[config.mk]
export PLATFORM = sky130hd
export DESIGN_NAME = bouncing_sprite_overlay_top
export DESIGN_NICKNAME = d
export VERILOG_FILES = /design/src/rtl/bso_pkg.sv /design/src/rtl/bso_motion.sv /design/src/rtl/bso_overlay.sv /design/src/rtl/bouncing_sprite_overlay_top.sv
export SDC_FILE = /design/constraint.sdc
export NUM_CORES = 1
export LEC_CHECK = 0
export BUFFER_PORTS_ARGS = -buffer_cell sky130_fd_sc_hd__clkbuf_2
export CAP_MARGIN = 25
export CORE_ASPECT_RATIO = 1.75
export CORE_MARGIN = 2
export CORE_UTILIZATION = 40
export CTS_BUF_LIST = sky130_fd_sc_hd__clkbuf_4 sky130_fd_sc_hd__clkbuf_8
export DETAILED_ROUTE_END_ITERATION = 6
export PLACE_DENSITY = 0.63
export RECOVER_POWER = 25
export SLEW_MARGIN = 40
export SYNTH_ARGS = -nofsm -noshare
export SYNTH_HDL_FRONTEND = slang
export SYNTH_SLANG_ARGS = --single-unit
[constraint.sdc]
create_clock -name clk_i -period 4.1 [get_ports clk_i]
set_input_delay 1.025 -clock clk_i [delete_from_list [all_inputs] [get_ports clk_i]]
set_output_delay 1.025 -clock clk_i [all_outputs]
set_load 0.01 [all_outputs]
[src/rtl/bso_pkg.sv]
// ----------------------------------------------------------------------------
// bso_pkg
// shared types, codes and the logo bitmap for the bouncing sprite overlay
// ----------------------------------------------------------------------------
`default_nettype none

package bso_pkg;

  localparam int unsigned PosW      = 7;
  localparam int unsigned LogoW     = 44;
  localparam int unsigned LogoH     = 24;
  localparam int unsigned LogoPages = 3;
  localparam int unsigned ColIdxW   = 6;
  localparam int unsigned PageIdxW  = 2;

  localparam logic [PosW-1:0] StartX = 7'd9;
  localparam logic [PosW-1:0] StartY = 7'd16;

  typedef enum logic [0:0] {
    FuncTick = 1'b0,
    FuncScan = 1'b1
  } func_e;

  typedef struct packed {
    logic [PosW-1:0] x;
    logic [PosW-1:0] y;
  } pos_t;

  localparam logic [7:0] LogoRom [LogoPages][LogoW] = '{
    '{8'h00, 8'h00, 8'h00, 8'h00, 8'hfc, 8'hfc, 8'h0c, 8'h0c,
      8'h0c, 8'h0c, 8'h0c, 8'h0c, 8'hf0, 8'hf0, 8'h00, 8'h00,
      8'h00, 8'hfc, 8'hfc, 8'h00, 8'h00, 8'h00, 8'h00, 8'h00,
      8'h00, 8'hfc, 8'hfc, 8'h00, 8'h00, 8'h00, 8'hfc, 8'hfc,
      8'h0c, 8'h0c, 8'h0c, 8'h0c, 8'h0c, 8'h0c, 8'hf0, 8'hf0,
      8'h00, 8'h00, 8'h00, 8'h00},
    '{8'h00, 8'h00, 8'h00, 8'h00, 8'hff, 8'hff, 8'hc0, 8'hc0,
      8'hc0, 8'hc0, 8'hc0, 8'hc0, 8'h3f, 8'h3f, 8'h00, 8'h00,
      8'h00, 8'h00, 8'h00, 8'h0f, 8'h0f, 8'hf0, 8'hf0, 8'h0f,
      8'h0f, 8'h00, 8'h00, 8'h00, 8'h00, 8'h00, 8'hff, 8'hff,
      8'hc0, 8'hc0, 8'hc0, 8'hc0, 8'hc0, 8'hc0, 8'h3f, 8'h3f,
      8'h00, 8'h00, 8'h00, 8'h00},
    '{8'h08, 8'h1c, 8'h1c, 8'h1c, 8'h1c, 8'h3e, 8'h3e, 8'h3e,
      8'h3e, 8'h3e, 8'h3e, 8'h7f, 8'h7f, 8'h7f, 8'h7f, 8'h7f,
      8'h7f, 8'h7f, 8'h7f, 8'h7f, 8'h7f, 8'h7f, 8'h7f, 8'h7f,
      8'h7f, 8'h7f, 8'h7f, 8'h7f, 8'h7f, 8'h7f, 8'h7f, 8'h7f,
      8'h7f, 8'h3e, 8'h3e, 8'h3e, 8'h3e, 8'h3e, 8'h3e, 8'h1c,
      8'h1c, 8'h1c, 8'h1c, 8'h08}
  };

  // logo byte, zero outside the bitmap
  function automatic logic [7:0] logo_byte(input logic [PageIdxW-1:0] pg,
                                           input logic [ColIdxW-1:0] col);
    logic [7:0] b;
    b = 8'h00;
    if (32'(pg) < LogoPages && 32'(col) < LogoW) begin
      b = LogoRom[pg][col];
    end
    return b;
  endfunction

endpackage

`default_nettype wire

[src/rtl/bso_motion.sv]
// ----------------------------------------------------------------------------
// bso_motion
// logo position and direction registers with the bounce step
// ----------------------------------------------------------------------------
`default_nettype none

module bso_motion #(
  parameter int unsigned SCREEN_COLUMNS = 128,
  parameter int unsigned SCREEN_ROWS    = 128
) (
  input  wire              clk_i,
  input  wire              rst_ni,
  input  wire              step_i,
  output bso_pkg::pos_t    pos_o,
  output bso_pkg::pos_t    pos_next_o
);

  localparam logic [bso_pkg::PosW-1:0] LimitX =
    bso_pkg::PosW'(SCREEN_COLUMNS - bso_pkg::LogoW);
  localparam logic [bso_pkg::PosW-1:0] LimitY =
    bso_pkg::PosW'(SCREEN_ROWS - bso_pkg::LogoH);

  bso_pkg::pos_t pos_q, pos_d;
  logic          right_q, right_d;
  logic          down_q, down_d;

  always_comb begin
    pos_d   = pos_q;
    right_d = right_q;
    down_d  = down_q;
    // x axis
    if (right_q) begin
      if (pos_q.x < LimitX) begin
        pos_d.x = pos_q.x + 1'b1;
      end else begin
        right_d = 1'b0;
        pos_d.x = pos_q.x - 1'b1;
      end
    end else if (pos_q.x != '0) begin
      pos_d.x = pos_q.x - 1'b1;
    end else begin
      right_d = 1'b1;
      pos_d.x = pos_q.x + 1'b1;
    end
    // y axis, a start row past the limit turns back on the first tick
    if (down_q) begin
      if (pos_q.y < LimitY) begin
        pos_d.y = pos_q.y + 1'b1;
      end else begin
        down_d  = 1'b0;
        pos_d.y = pos_q.y - 1'b1;
      end
    end else if (pos_q.y != '0) begin
      pos_d.y = pos_q.y - 1'b1;
    end else begin
      down_d  = 1'b1;
      pos_d.y = pos_q.y + 1'b1;
    end
  end

  always_ff @(posedge clk_i or negedge rst_ni) begin
    if (!rst_ni) begin
      pos_q.x <= bso_pkg::StartX;
      pos_q.y <= bso_pkg::StartY;
      right_q <= 1'b1;
      down_q  <= 1'b1;
    end else if (step_i) begin
      pos_q   <= pos_d;
      right_q <= right_d;
      down_q  <= down_d;
    end
  end

  assign pos_o      = pos_q;
  assign pos_next_o = pos_d;

endmodule

`default_nettype wire

[src/rtl/bso_overlay.sv]
// ----------------------------------------------------------------------------
// bso_overlay
// merges the logo bits of one display byte onto the background byte
// ----------------------------------------------------------------------------
`default_nettype none

module bso_overlay (
  input  bso_pkg::pos_t pos_i,
  input  wire [3:0]     page_i,
  input  wire [6:0]     column_i,
  input  wire [7:0]     background_i,
  output logic [7:0]    pixel_byte_o
);

  logic [3:0]                     top_page;
  logic [2:0]                     shift;
  logic [7:0]                     col_end;
  logic                           in_cols;
  logic [6:0]                     col_diff;
  logic [bso_pkg::ColIdxW-1:0]    col;
  logic [3:0]                     rel;
  logic [3:0]                     rel_m1;
  logic [7:0]                     lo_byte;
  logic [7:0]                     hi_byte;
  logic [15:0]                    merged;

  always_comb begin
    top_page = pos_i.y[6:3];
    shift    = pos_i.y[2:0];
    col_end  = {1'b0, pos_i.x} + 8'(bso_pkg::LogoW);
    in_cols  = (column_i >= pos_i.x) && ({1'b0, column_i} < col_end);
    col_diff = column_i - pos_i.x;
    col      = col_diff[bso_pkg::ColIdxW-1:0];
    rel      = page_i - top_page;
    rel_m1   = rel - 4'd1;
    // current logo page lands shifted down, the page above spills in
    lo_byte  = (rel < 4'(bso_pkg::LogoPages)) ?
               bso_pkg::logo_byte(rel[1:0], col) : 8'h00;
    hi_byte  = (rel != 4'd0 && rel_m1 < 4'(bso_pkg::LogoPages)) ?
               bso_pkg::logo_byte(rel_m1[1:0], col) : 8'h00;
    merged   = {lo_byte, hi_byte} << shift;
    if (in_cols && page_i >= top_page) begin
      pixel_byte_o = background_i | merged[15:8];
    end else begin
      pixel_byte_o = background_i;
    end
  end

endmodule

`default_nettype wire

[src/rtl/bouncing_sprite_overlay_top.sv]
// ----------------------------------------------------------------------------
// bouncing_sprite_overlay_top
// bouncing 44x24 logo overlaid on a page-organised monochrome display
// ----------------------------------------------------------------------------
//
//  channel | handshake                | word
//  --------+--------------------------+----------------------------------------
//  in      | in_valid_i / in_ready_o  | func_i, page_i, column_i, background_i
//  out     | out_valid_o / out_ready_i| pixel_byte_o, pos_x_o, pos_y_o
//
//  two register stages: input register, then result register; one word in
//  and one word out per cycle when the output is not stalled
//  result is registered in the result register once its word leaves the input register
//  a frame tick moves the logo when it passes from input register to result
//  reset puts the logo at column 9, row 16, moving right and down
//  a stalled output holds the result register and backs up the input stage
//
`default_nettype none

module bouncing_sprite_overlay_top #(
  parameter int unsigned SCREEN_COLUMNS = 128,
  parameter int unsigned SCREEN_ROWS    = 128
) (
  input  wire         clk_i,
  input  wire         rst_ni,
  // input words
  input  wire         in_valid_i,
  output logic        in_ready_o,
  input  wire  [0:0]  func_i,
  input  wire  [3:0]  page_i,
  input  wire  [6:0]  column_i,
  input  wire  [7:0]  background_i,
  // result words
  output logic        out_valid_o,
  input  wire         out_ready_i,
  output logic [7:0]  pixel_byte_o,
  output logic [6:0]  pos_x_o,
  output logic [6:0]  pos_y_o
);

  // input register
  logic                s1_valid_q;
  bso_pkg::func_e      s1_func_q;
  logic [3:0]          s1_page_q;
  logic [6:0]          s1_column_q;
  logic [7:0]          s1_background_q;

  // result register
  logic                out_valid_q;
  logic [7:0]          pixel_byte_q, pixel_byte_d;
  bso_pkg::pos_t       out_pos_q, out_pos_d;

  logic                advance;
  logic                s1_fire;
  logic                tick;
  bso_pkg::pos_t       pos_cur;
  bso_pkg::pos_t       pos_next;
  logic [7:0]          overlay_byte;

  // result register frees up when empty or being taken this cycle
  assign advance    = !out_valid_q || out_ready_i;
  assign in_ready_o = !s1_valid_q || advance;
  assign s1_fire    = s1_valid_q && advance;
  assign tick       = s1_fire && (s1_func_q == bso_pkg::FuncTick);

  bso_motion #(
    .SCREEN_COLUMNS (SCREEN_COLUMNS),
    .SCREEN_ROWS    (SCREEN_ROWS)
  ) u_motion (
    .clk_i      (clk_i),
    .rst_ni     (rst_ni),
    .step_i     (tick),
    .pos_o      (pos_cur),
    .pos_next_o (pos_next)
  );

  bso_overlay u_overlay (
    .pos_i        (pos_cur),
    .page_i       (s1_page_q),
    .column_i     (s1_column_q),
    .background_i (s1_background_q),
    .pixel_byte_o (overlay_byte)
  );

  // frame tick reports the new position and a zero byte
  always_comb begin
    if (s1_func_q == bso_pkg::FuncTick) begin
      pixel_byte_d = 8'h00;
      out_pos_d    = pos_next;
    end else begin
      pixel_byte_d = overlay_byte;
      out_pos_d    = pos_cur;
    end
  end

  // control
  always_ff @(posedge clk_i or negedge rst_ni) begin
    if (!rst_ni) begin
      s1_valid_q  <= 1'b0;
      out_valid_q <= 1'b0;
    end else begin
      if (in_ready_o) begin
        s1_valid_q <= in_valid_i;
      end
      if (advance) begin
        out_valid_q <= s1_valid_q;
      end
    end
  end

  // payload
  always_ff @(posedge clk_i) begin
    if (in_valid_i && in_ready_o) begin
      s1_func_q       <= bso_pkg::func_e'(func_i);
      s1_page_q       <= page_i;
      s1_column_q     <= column_i;
      s1_background_q <= background_i;
    end
    if (s1_fire) begin
      pixel_byte_q <= pixel_byte_d;
      out_pos_q    <= out_pos_d;
    end
  end

  assign out_valid_o  = out_valid_q;
  assign pixel_byte_o = pixel_byte_q;
  assign pos_x_o      = out_pos_q.x;
  assign pos_y_o      = out_pos_q.y;

endmodule

`default_nettype wire

==> impl_metrics.py <==
metrics = {
    "clocking": {
        "h-tree-depth": 3,
        "cts.repair.resized": 0,
        "cts_buffers": 9,
        "root_buffer": "clkbuf_8",
        "cts_tree": "yes",
        "post_cts_buffers": 0,
        "cts_hold_buf": 0,
        "cts.path.max_buffers": 2,
        "cts.clk_slew.worst_paths_ns": 0.08,
        "worstSkewPairLatency_ns": 0.35,
        "numClockSinks": 60,
    },
    "sta": {
        "timing.final.crit_share": 0.963,
        "fin_skew_ns": 0.0116,
        "drv_slew": 0,
        "min_period_ns": 3.95,
        "worst_pin_slew_ns": 1.02,
        "relSlewSlack": 0.318,
        "setup_tns_ns": 0,
        "fmax_mhz": 253,
        "hold_viol": 0,
        "rsz0062_at_grt": "false",
        "setup_viol": 0,
    },
    "synthesis": {
        "synthCells": 650,
        "synth_edf_count": 42,
        "synthFlopType": "edfxtp_1",
        "syn_area_um2": 5410,
        "synth_cell_type_count": 77,
        "ys_ff_latch": 60,
        "syn_nets": 706,
        "async_flop_share": 0.300,
        "ys_seq_area_frac": 0.318,
        "syn_area_per_cell_um2": 8.32,
        "synth_warnings": 0,
    },
    "grt": {
        "grt_pass1_vias": 5139,
        "grt_max_degree": 31,
        "grt_usage": 0.231,
        "grt.overflow.total": 0,
        "grt_pass1_wl_um": 26300,
        "antenna_found_initial": 0,
    },
    "critical_path": {
        "start_kind": "flop",
        "worstPathRequired_ns": 4.19,
        "worstPathMaxFanout": 9,
        "slowest_stage": "dfstp_2",
        "crit_path_max_incr_delay_ns": 0.59,
        "arrival_ns": 4.04,
        "cp-end-kind": "flop",
        "path_buf_inv": 2,
        "path_cells": "inv_1 > fa_2 > ha_1 > inv_1 > o221ai_1 > o211ai_1 > o21ai_1 > o311ai_0 > o21ai_0 > a222oi_1 > o21ai_1",
        "critPathKind": "flop to flop",
        "critPathTopFamily": "compound AO/OA/AOI/OAI gates",
    },
    "detailed_routing": {
        "routed_via_density": 6.03,
        "wl_per_cell_um": 19.1,
        "route.antenna.remaining_nets": 0,
        "wl_um": 16900,
        "drcViolationCount": 0,
        "vias": 5311,
        "first_iter_violations": 341,
        "drt_pass1_iterations": 6,
    },
    "die": {
        "num_rows": 56,
        "initial_core_util": 0.406,
        "dieHeight_um": 158,
        "core_area_um2": 13300,
        "ios": 48,
        "die_x_um": 91.9,
        "die_area_um2": 14500,
    },
    "placed_design": {
        "numPortBuffers": 47,
        "dp_hpwl_um": 13200,
        "gp_congestion": 1.12,
    },
    "layout": {
        "fin_nets": 758,
        "syn_to_final_growth_pct": 14.6,
        "n_antenna_cell": 0,
        "drive_gt1_frac": 0.178,
    },
    "run_status": {
        "status": "finished clean",
    },
    "flow_run": {
        "maxCapViolations": 0,
    },
    "min_path": {
        "hp-class": "flop to flop",
    },
}
flip-flops by register name, summed over array words and instances (netlist names):
| signal | cells |
|---|---|
| s1_func_q | 1 |
| s1_background_q | 8 |
| u_motion.down_q | 1 |
| s1_valid_q | 1 |
| pos_x_o | 7 |
| s1_column_q | 7 |
| u_motion.right_q | 1 |
| pos_y_o | 7 |
| pixel_byte_o | 8 |
| u_motion.pos_o | 14 |
| s1_page_q | 4 |
| out_valid_o | 1 |
layout make-up:
class	instances	area, um^2
Clock inverter	6	70.1
Timing Repair Buffer	90	554
Inverter	30	113
Multi-Input combinational cell	511	3380
Fill cell	1329	7120
Clock buffer	10	138
Tap cell	174	218
Sequential cell	60	1720
cells by family (layout without fill, tap and decap cells):
family	Yosys count	after routing	share of synthesized area
simple gates	220	220	0.187
compound gates	205	205	0.259
buf+inv	79	136	0.0606
flops	60	60	0.318
fa+ha+maj	32	32	0.0768
xor+xnor	32	32	0.0546
mux	22	22	0.0442
metal layers:
metal / vias to the layer above / share of wire / GRT usage
li1: 2504 / - / -
met1: 2507 / 0.36 / 0.235
met3: 72 / 0.045 / 0.0186
met2: 228 / 0.53 / 0.444
met4: 0 / 0.068 / 0.151
met5: - / 0 / 0
stage by stage:
stage | area (um^2) | setup WS (ns) | util | instances | hold WS, ns
2_1_floorplan | 5410 | 0.456 | - | 650 | 0.454
3_3_place_gp | 5980 | 0.199 | 0.449 | 865 | 0.471
3_5_place_dp | 5990 | 0.148 | 0.450 | 865 | 0.477
4_1_cts | 6200 | 0.145 | 0.465 | 881 | 0.487
5_1_grt | 6190 | 0.00868 | 0.465 | 881 | 0.516
6_report | 6190 | 0.154 | 0.465 | 881 | 0.488
worst min-delay path, delay by kind of cell, from the launching register on:
family           cells  cell delay, ns
and+or+nand+nor      2            0.09
DFF                  1            0.39
final timing paths:
kind / start / to / slack (ns) / depth (start not counted)
setup / recovery: u_motion.pos_o[4]$_DFFE_PN1P_ / pixel_byte_o[4]$_SDFFCE_PN0P_ / 0.15 / 11
hold reg to reg: u_motion.down_q$_DFFE_PN1P_ / u_motion.down_q$_DFFE_PN1P_ / 0.49 / 2
setup reg to reg: u_motion.pos_o[4]$_DFFE_PN1P_ / pixel_byte_o[4]$_SDFFCE_PN0P_ / 0.15 / 11
min in group asynchronous: rst_ni / u_motion.pos_o[1]$_DFFE_PN0P_ / 0.83 / 1
max in group asynchronous: rst_ni / u_motion.pos_o[13]$_DFFE_PN0P_ / 2.65 / 1
hold / removal: u_motion.down_q$_DFFE_PN1P_ / u_motion.down_q$_DFFE_PN1P_ / 0.49 / 2
cells in the mapped netlist, types with 3 or more instances:
cell,count,share of area
buf_1,5,0.0035
xnor2_1,24,0.039
nand2_1,66,0.046
o311ai_0,3,0.0049
nor2b_1,5,0.0058
a21boi_0,5,0.0069
nand3_1,25,0.023
o32ai_1,5,0.0081
inv_1,28,0.019
o31ai_1,6,0.0083
a21oi_1,38,0.035
xor2_1,6,0.0097
a31oi_1,11,0.013
dfrtp_1,13,0.060
buf_2,16,0.015
o2111ai_1,5,0.0081
ha_1,30,0.069
nor2_1,64,0.044
nor4_1,6,0.0069
clkbuf_1,26,0.018
nor3_1,17,0.016
mux2i_1,16,0.030
o21ai_0,43,0.040
edfxtp_1,42,0.23
or3_1,5,0.0058
o21a_1,9,0.012
a21o_1,6,0.0083
a211oi_1,11,0.015
dfstp_2,5,0.024
nand4_1,3,0.0035
mux2_2,5,0.010
o21ai_1,4,0.0037
a221oi_1,3,0.0049
a32oi_1,3,0.0049
a22oi_1,6,0.0083
o221ai_1,4,0.0065
nand2b_1,13,0.015
o211ai_1,15,0.021
a211o_1,3,0.0049
placed cells by master, fill, tap and decap left out, types with 5 or more instances in the layout:
master / count
nand2_1: 66
o32ai_1: 5
inv_1: 27
a21boi_0: 5
mux2_2: 5
clkbuf_2: 44
or3_1: 5
a31oi_1: 11
buf_4: 43
o2111ai_1: 5
mux2i_1: 16
a21oi_1: 38
dfstp_2: 5
nand2b_1: 13
nor3_1: 17
a21o_1: 6
nor2b_1: 5
a22oi_1: 6
o211ai_1: 15
xnor2_1: 23
ha_1: 30
clkbuf_8: 10
nand3_1: 25
dfrtp_1: 13
edfxtp_1: 42
a211oi_1: 11
nor4_1: 6
o21a_1: 9
o31ai_1: 6
nor2_1: 64
xor2_1: 6
o21ai_0: 43
Power is not shown: default switching activity piles up to over one toggle a cycle in this logic, so the estimate is an artifact.
